==> config.mk <==
export PLATFORM = sky130hd
export DESIGN_NAME = mmpr_mulmod
export DESIGN_NICKNAME = d
export VERILOG_FILES = /design/src/hw/rtl/mmpr_pkg.sv /design/src/hw/rtl/mmpr_mulmod.sv
export SDC_FILE = /design/constraint.sdc
export NUM_CORES = 2
export LEC_CHECK = 0
export ABC_AREA = 1
export BUFFER_PORTS_ARGS = -buffer_cell sky130_fd_sc_hd__buf_4
export CORE_MARGIN = 2
export CORE_UTILIZATION = 65
export CTS_BUF_LIST = sky130_fd_sc_hd__clkbuf_8 sky130_fd_sc_hd__clkbuf_16
export DETAILED_ROUTE_END_ITERATION = 7
export GPL_TIMING_DRIVEN = 0
export HOLD_SLACK_MARGIN = 0.03
export PLACE_DENSITY = 0.89
export SYNTH_ARGS = -nofsm -noshare
export SYNTH_HDL_FRONTEND = slang
export SYNTH_SLANG_ARGS = --single-unit
==> constraint.sdc <==
create_clock -name clk -period 6.52 [get_ports clk]
set_input_delay 0.326 -clock clk [delete_from_list [all_inputs] [get_ports clk]]
set_output_delay 0.326 -clock clk [all_outputs]
set_load 0.05 [all_outputs]
==> src/hw/rtl/mmpr_pkg.sv <==
// Shared types, constants and helpers of the modular matrix power recurrence block.
`default_nettype none
package mmpr_pkg;

	localparam int unsigned WORD_W = 30;
	localparam logic [WORD_W-1:0] MODULUS = 30'd1000000007;
	// Barrett factor floor(2^60 / P), fits in 31 bits.
	localparam logic [30:0] BARRETT_MU = 31'((64'd1 << 60) / 64'd1000000007);

	localparam int unsigned NUM_REGS = 7;
	localparam int unsigned REG_IDX_W = 3;
	localparam int unsigned TAG_W = 3;
	localparam int unsigned MM_LAT = 6;

	typedef logic [WORD_W-1:0] word_t;
	typedef logic [REG_IDX_W-1:0] reg_idx_t;
	typedef logic [TAG_W-1:0] tag_t;

	localparam reg_idx_t REG_BASE_M00 = 3'd0;
	localparam reg_idx_t REG_BASE_M01 = 3'd1;
	localparam reg_idx_t REG_BASE_M10 = 3'd2;
	localparam reg_idx_t REG_BASE_M11 = 3'd3;
	localparam reg_idx_t REG_START_C0 = 3'd4;
	localparam reg_idx_t REG_START_C1 = 3'd5;
	localparam reg_idx_t REG_ANSWER_TWO = 3'd6;

	localparam word_t RST_BASE_M00 = 30'd2;
	localparam word_t RST_BASE_M01 = 30'd1;
	localparam word_t RST_BASE_M10 = 30'd3;
	localparam word_t RST_BASE_M11 = 30'd0;
	localparam word_t RST_START_C0 = 30'd24;
	localparam word_t RST_START_C1 = 30'd12;
	localparam word_t RST_ANSWER_TWO = 30'd12;

	typedef struct packed {
		logic vld;
		tag_t tag;
	} mm_req_t;

	typedef struct packed {
		logic  vld;
		tag_t  tag;
		word_t value;
	} mm_rsp_t;

	// Any 30-bit value is below 2P, so one conditional subtract reduces it.
	function automatic word_t reduce_word(input word_t v);
		reduce_word = (v >= MODULUS) ? v - MODULUS : v;
	endfunction

	function automatic word_t add_mod(input word_t a, input word_t b);
		logic [WORD_W:0] s;
		s = {1'b0, a} + {1'b0, b};
		if (s >= {1'b0, MODULUS}) begin
			s = s - {1'b0, MODULUS};
		end
		add_mod = s[WORD_W-1:0];
	endfunction

endpackage
`default_nettype wire

==> src/hw/rtl/mmpr_mulmod.sv <==
// Pipelined modular multiplier: product of two reduced words modulo P by Barrett reduction.
`default_nettype none
module mmpr_mulmod (
	input  wire logic             clk,
	input  wire logic             arst_n,
	input  mmpr_pkg::mm_req_t     req,
	input  mmpr_pkg::word_t       a,
	input  mmpr_pkg::word_t       b,
	output mmpr_pkg::mm_rsp_t     rsp
);

	logic [mmpr_pkg::MM_LAT-1:0] vld_q;
	mmpr_pkg::tag_t              tag_q [mmpr_pkg::MM_LAT];

	logic [59:0] x_s1;
	logic [61:0] q_s2;
	logic [31:0] xl_s2;
	logic [31:0] qp_s3;
	logic [31:0] xl_s3;
	logic [31:0] r_s4;
	logic [31:0] r_s5;
	mmpr_pkg::word_t r_s6;

	always_ff @(posedge clk or negedge arst_n) begin
		if (!arst_n) begin
			vld_q <= '0;
		end else begin
			vld_q <= {vld_q[mmpr_pkg::MM_LAT-2:0], req.vld};
		end
	end

	always_ff @(posedge clk) begin
		tag_q[0] <= req.tag;
		for (int i = 1; i < mmpr_pkg::MM_LAT; i++) begin
			tag_q[i] <= tag_q[i-1];
		end
		x_s1  <= 60'(a) * 60'(b);
		q_s2  <= 62'(x_s1[59:29]) * 62'(mmpr_pkg::BARRETT_MU);
		xl_s2 <= x_s1[31:0];
		// Only the low 32 bits matter: the true remainder is below 3P.
		qp_s3 <= 32'(q_s2[61:31]) * 32'(mmpr_pkg::MODULUS);
		xl_s3 <= xl_s2;
		r_s4  <= xl_s3 - qp_s3;
		r_s5  <= (r_s4 >= 32'(mmpr_pkg::MODULUS)) ? r_s4 - 32'(mmpr_pkg::MODULUS) : r_s4;
		r_s6  <= (r_s5 >= 32'(mmpr_pkg::MODULUS)) ?
			30'(r_s5 - 32'(mmpr_pkg::MODULUS)) : r_s5[29:0];
	end

	assign rsp.vld   = vld_q[mmpr_pkg::MM_LAT-1];
	assign rsp.tag   = tag_q[mmpr_pkg::MM_LAT-1];
	assign rsp.value = r_s6;

endmodule
`default_nettype wire

* Word level (Yosys, flattened, before mapping) *
Memory sizes are Yosys's and may differ from the RTL's.
Index checks and enable logic that the tools add are counted.

cells by class
  magnitude comparators = 2
  multiplexer cells = 2
  add/subtract/negate cells = 3
  multiply operators = 3

operator list
  operator                                                number
  >= comparator 32 x 30 -> 1 bit (second input constant)  2
  multiplier 30 x 30 -> 60 bit                            1
  multiplier 31 x 28 -> 59 bit (second input constant)    1
  multiplier 31 x 30 -> 32 bit (second input constant)    1
  two-way mux 32 bit                                      1
  subtractor 32 x 30 -> 32 bit (second input constant)    1
  subtractor 32 bit                                       1
  two-way mux 30 bit                                      1
  subtractor 30 bit (second input constant)               1

word-level totals
  bits of input ports = 66
  memory bits (writable) = 18
  bits in registers = 315
  logic and storage cells = 20
  memories kept = 1
  output and inout port bits = 34

memories
  name   words  bits a word  rd ports  clocked after Yosys merged registers in  write ports  line               RTL
  tag_q  6      3            6         0                                        6            mmpr_mulmod.sv:13  mmpr_pkg::tag_t tag_q [mmpr_pkg::MM_LAT];

* Logic depth before layout (Yosys ltp) *
  word-level depth = 2
  depth in mapped cells = 32

* Worst setup path before layout *
Ideal clock, no wire load.

  path kind = input port to flip-flop
  from = input port b[4]
  to = register x_s1[54]
  buffers on the path = 1
  stages on the path = 29
  required time = 6.406 ns
  setup time = 0.114 ns
  data arrival time = 6.126 ns
  slack = 0.280 ns
  path through = clkbuf_1 > nand2_1 > inv_1 > fa_1 > fa_1 > fa_1 > inv_1 > fa_1 > inv_1 > fa_1 > inv_1 > fa_1 > inv_1 > fa_1 > inv_1 > fa_1 > inv_1 > ha_1 > nand2_1 > nor2_1 > inv_1 > nor2_1 > inv_1 > nor2_1 > nand2_1 > nand3_1 > nand3_1 > nand4_1 > nand2_1

on the way
  cells in the longest elaborated chain, start to end = 1

RTL lines
  what                          line               RTL
  start: declaration            mmpr_mulmod.sv:8   input mmpr_pkg::word_t b,
  multiplier 30 x 30 -> 60 bit  mmpr_mulmod.sv:37  x_s1 <= 60'(a) * 60'(b);
  end signal: assignment        mmpr_mulmod.sv:37
  end: declaration              mmpr_mulmod.sv:15  logic [59:0] x_s1;

No other way between the ends.

* Worst setup path in the final report *
  from = input port b[3]
  to = register x_s1[54]

The elaborated chain is that of the path after synthesis.

==> metrics.md <==
| Metric | Value |
|---|---|
| Run status | finished, final reports clean |
| Count of mapped cells out of synthesis | 8001 |
| Cell at the root of the clock tree | sky130_fd_sc_hd__clkbuf_16 |
| Kind of capture point of the worst setup path | register |
| Clock input transition at the sequential cells of the worst setup and hold paths | 0.07 ns |
| Number of cell rows | 115 |
| Crit path time final | approximately 6.5 ns |
| WL per Instance | 22.0 um |
| Remaining design rule violation count | 0 |
| Antenna violations before repair | 9 |
| Final critical-path share of the clock period | 99.0% |
| Number of clock buffers inserted by TritonCTS | 35 |
| Most used DFF post-synth | sky130_fd_sc_hd__dfxtp_1 |
| Number of distinct library cells after synthesis | 48 |
| Wire length of the first global-routing pass | between 300000 and 400000 um |
| Ratio of cells with drive above 1 in the final layout | 4.68% |
| Aggregate global-route resource usage | between 40% and 50% |
| Antenna viol nets, final | 0 |
| Number of setup violations in the final report | 0 |
| Most used cells in the layout excluding fill and tap cells | sky130_fd_sc_hd__inv_1 (2387), sky130_fd_sc_hd__nand2_1 (1703), sky130_fd_sc_hd__fa_1 (1222), sky130_fd_sc_hd__ha_1 (786), sky130_fd_sc_hd__nor2_1 (361) |
| FILL cells | 7826 |
| Via density | 5.67 |
| Clock insertion delay at the later pin of the skew report | 0.55 ns |
| Flops & latches, synth | 305 |
| Total global routing overflow | 0 |
| Area of combinational cells with multiple inputs | 48500 um^2 |
| Vias | 53300 |
| Area growth syn-to-layout | 5.90% |
| Sequential-to-total area share from yosys stat | 9.56% |
| Tightest slew margin relative to the limit | 33.7% |
| Average cell area after synthesis | 8.02 um^2 |
| Summed instance area of the synthesized netlist | ~64000 um^2 |
| Final hold viol count | 0 |
| Starting DRC count in detailed routing | 5035 |
| I/O pin count | 100 |
| Post-detail-place hpwl | 174000 um |
| Achievable frequency | between 150 and 200 MHz |
| Die Footprint | 101000 um^2 |
| Critical path required time | 6.96 ns |
| Die width | around 320 um |
| Min-Delay Path Class | input pin to async pin |
| Wirelength, routed | ~210000 um |
| Crit path arrival time | 6.89 ns |
| Core outline area | 98100 um^2 |
| Initial core utilization | between 60% and 70% |
| Nature of the critical path startpoint | input pin |
| Die span in y | about 320 um |
| Most common cell after layout, fill and taps aside | sky130_fd_sc_hd__inv_1 |
| Via count of the first global-routing pass | 56500 |
| Area occupied by registers | 6200 um^2 |
| Worst Clk Skew | a little over 0.02 ns |
| # nets final | 10200 |
| Maximum buffer depth of the clock tree | 3 |
| Count of max-cap constraint violations | 0 |
| Quantity of I/O buffers inserted on ports | 39 |
| Total of warnings raised by yosys | 0 |
| Share of synthesized flip-flops with an asynchronous set or reset | under 10% |
| Final weighted congestion in routability-driven placement | 1.06 |
| Synth Net Count | 10100 |
| Least-Margin Pin Slew | 0.994 ns |
| Final design utilization | 69.2% |
| H-tree level count | 2 |
| Maximum number of pins on one net before global-route repair | 17 |
| CP max FO | 10 |
| CTS tree | built |
| Kind of critical path | input pin to register |
| Number of enable-type register cells in the synthesized netlist | 0 |
| Pins over their slew limit | 0 |
| Clock net sink count | 305 |
| Number of iterations in the first detailed-routing pass | 7 |
-- worst max-delay path: stages --
cell	delay, ns
sky130_fd_sc_hd__clkbuf_2	0.24
sky130_fd_sc_hd__nand2_1	0.14
sky130_fd_sc_hd__inv_1	0.06
sky130_fd_sc_hd__fa_1	0.66
sky130_fd_sc_hd__fa_1	0.48
sky130_fd_sc_hd__fa_1	0.51
sky130_fd_sc_hd__inv_1	0.05
sky130_fd_sc_hd__fa_1	0.48
sky130_fd_sc_hd__inv_1	0.06
sky130_fd_sc_hd__fa_1	0.49
sky130_fd_sc_hd__fa_1	0.48
sky130_fd_sc_hd__fa_1	0.57
sky130_fd_sc_hd__fa_1	0.45
sky130_fd_sc_hd__ha_1	0.46
sky130_fd_sc_hd__a21oi_1	0.38
sky130_fd_sc_hd__o21ai_0	0.23
sky130_fd_sc_hd__a21oi_1	0.27
sky130_fd_sc_hd__nand3_1	0.21
sky130_fd_sc_hd__nand3_1	0.16
sky130_fd_sc_hd__nand3_1	0.08
sky130_fd_sc_hd__nand2_1	0.06
sky130_fd_sc_hd__nand2_1	0.05
-- final cells by class --
type | instances | area share [%]
Timing Repair Buffer | 50 | 0.571
Clock buffer | 39 | 1.37
Sequential cell | 305 | 9.13
Tap cell | 1287 | 2.37
Buffer | 191 | 1.57
Antenna cell | 1 | 0.00368
Multi-Input combinational cell | 5113 | 71.4
Clock inverter | 22 | 0.387
Inverter | 2392 | 13.2
-- state kept, by name (all words and copies together), names as in the netlist --
signal  count
qp_s3      32
r_s6       30
vld_q       6
x_s1       60
xl_s3      32
tag_q      18
r_s4       32
xl_s2      32
q_s2       31
r_s5       32
-- path summary, 6_finish.rpt --
| kind | startpoint | endpoint | slack [ns] | cells past startpoint |
|---|---|---|---|---|
| max | b[3] | x_s1[54] | 0.06 | 22 |
| min | arst_n | vld_q[2] | 0.14 | 2 |
| max reg2reg | q_s2[33] | qp_s3[31] | 0.16 | 23 |
| min reg2reg | xl_s2[19] | xl_s3[19] | 0.30 | 0 |
| max in group asynchronous | arst_n | vld_q[5] | 6.26 | 2 |
| min in group clk | xl_s2[19] | xl_s3[19] | 0.30 | 0 |
-- cells in the mapped netlist, types with 2 or more instances --
master | count | share of area (%)
sky130_fd_sc_hd__nor4_1 | 9 | 0.088
sky130_fd_sc_hd__or2_2 | 2 | 0.019
sky130_fd_sc_hd__o21a_1 | 15 | 0.18
sky130_fd_sc_hd__xnor2_1 | 30 | 0.41
sky130_fd_sc_hd__o211ai_1 | 5 | 0.059
sky130_fd_sc_hd__buf_6 | 5 | 0.088
sky130_fd_sc_hd__nand3b_1 | 16 | 0.19
sky130_fd_sc_hd__clkbuf_1 | 180 | 1.1
sky130_fd_sc_hd__o221ai_1 | 3 | 0.041
sky130_fd_sc_hd__nand3_1 | 196 | 1.5
sky130_fd_sc_hd__nor2_1 | 374 | 2.2
sky130_fd_sc_hd__nor2_2 | 4 | 0.039
sky130_fd_sc_hd__o21ai_1 | 22 | 0.17
sky130_fd_sc_hd__nand4_1 | 49 | 0.48
sky130_fd_sc_hd__ha_1 | 795 | 16
sky130_fd_sc_hd__a21boi_0 | 7 | 0.082
sky130_fd_sc_hd__and3_1 | 3 | 0.029
sky130_fd_sc_hd__fa_1 | 1224 | 38
sky130_fd_sc_hd__a21oi_2 | 2 | 0.027
sky130_fd_sc_hd__inv_2 | 6 | 0.035
sky130_fd_sc_hd__o21ai_0 | 157 | 1.2
sky130_fd_sc_hd__a21o_1 | 16 | 0.19
sky130_fd_sc_hd__o21bai_1 | 33 | 0.39
sky130_fd_sc_hd__o31ai_1 | 2 | 0.023
sky130_fd_sc_hd__dfrtp_1 | 6 | 0.23
sky130_fd_sc_hd__o22ai_1 | 2 | 0.019
sky130_fd_sc_hd__buf_4 | 3 | 0.035
sky130_fd_sc_hd__a31oi_1 | 16 | 0.16
sky130_fd_sc_hd__nand2_1 | 1709 | 10
sky130_fd_sc_hd__inv_1 | 2386 | 14
sky130_fd_sc_hd__a21oi_1 | 253 | 2.0
sky130_fd_sc_hd__nor3_1 | 42 | 0.33
sky130_fd_sc_hd__dfxtp_1 | 299 | 9.3
sky130_fd_sc_hd__buf_2 | 3 | 0.023
sky130_fd_sc_hd__xor2_1 | 114 | 1.6
-- logic make-up (layout without fill, tap and decap cells) --
group / count (synthesis) / after routing / share of synthesized area, %
buffers and inverters: 2583 / 2694 / 15.2
xor gates and xnor gates: 145 / 145 / 1.99
and+or+nand+nor: 2410 / 2410 / 14.9
adders and majority gates: 2019 / 2019 / 53.7
other: 0 / 1 / 0
DFF: 305 / 305 / 9.56
AOI/OAI and AO/OA: 539 / 539 / 4.62
-- per-layer routing --
| layer | vias to the layer above | share of wire (%) | GRT usage [%] |
|---|---|---|---|
| met5 | - | 0.074 | 0 |
| met4 | 18 | 8.5 | 27.9 |
| met3 | 1073 | 12 | 12.4 |
| met2 | 3295 | 44 | 65.1 |
| met1 | 25400 | 36 | 49.3 |
| li1 | 23500 | - | - |
-- per-stage QoR --
stage          setup TNS, ns  hold slack (ns)  cell area [um^2]  instances  worst slack (ns)
4_1_cts                    0           0.0847             67500       9393           0.00258
3_3_place_gp          -38.00            0.132             66100       9327             -1.12
6_report                   0            0.140             68000       9400            0.0633
2_1_floorplan              0           0.0304             64200       8001             0.280
3_5_place_dp          -40.02            0.137             66100       9327             -1.21
5_1_grt              -0.0196            0.136             67900       9399           -0.0150
-- what timing repair did --
| item | 4_1_cts | 5_1_grt |
|---|---|---|
| hold buffers | 5 | 0 |
| hold endpoints to repair | 10 | 0 |
| pin swaps | 0 | 4 |
| buffers inserted | 0 | 6 |
| gates resized for setup | 150 | 266 |
| setup endpoints to repair | 48 | 65 |
Power is left out: the tool's default activity adds up to more than one toggle a clock period on the data nets, which glitch-free logic cannot reach.
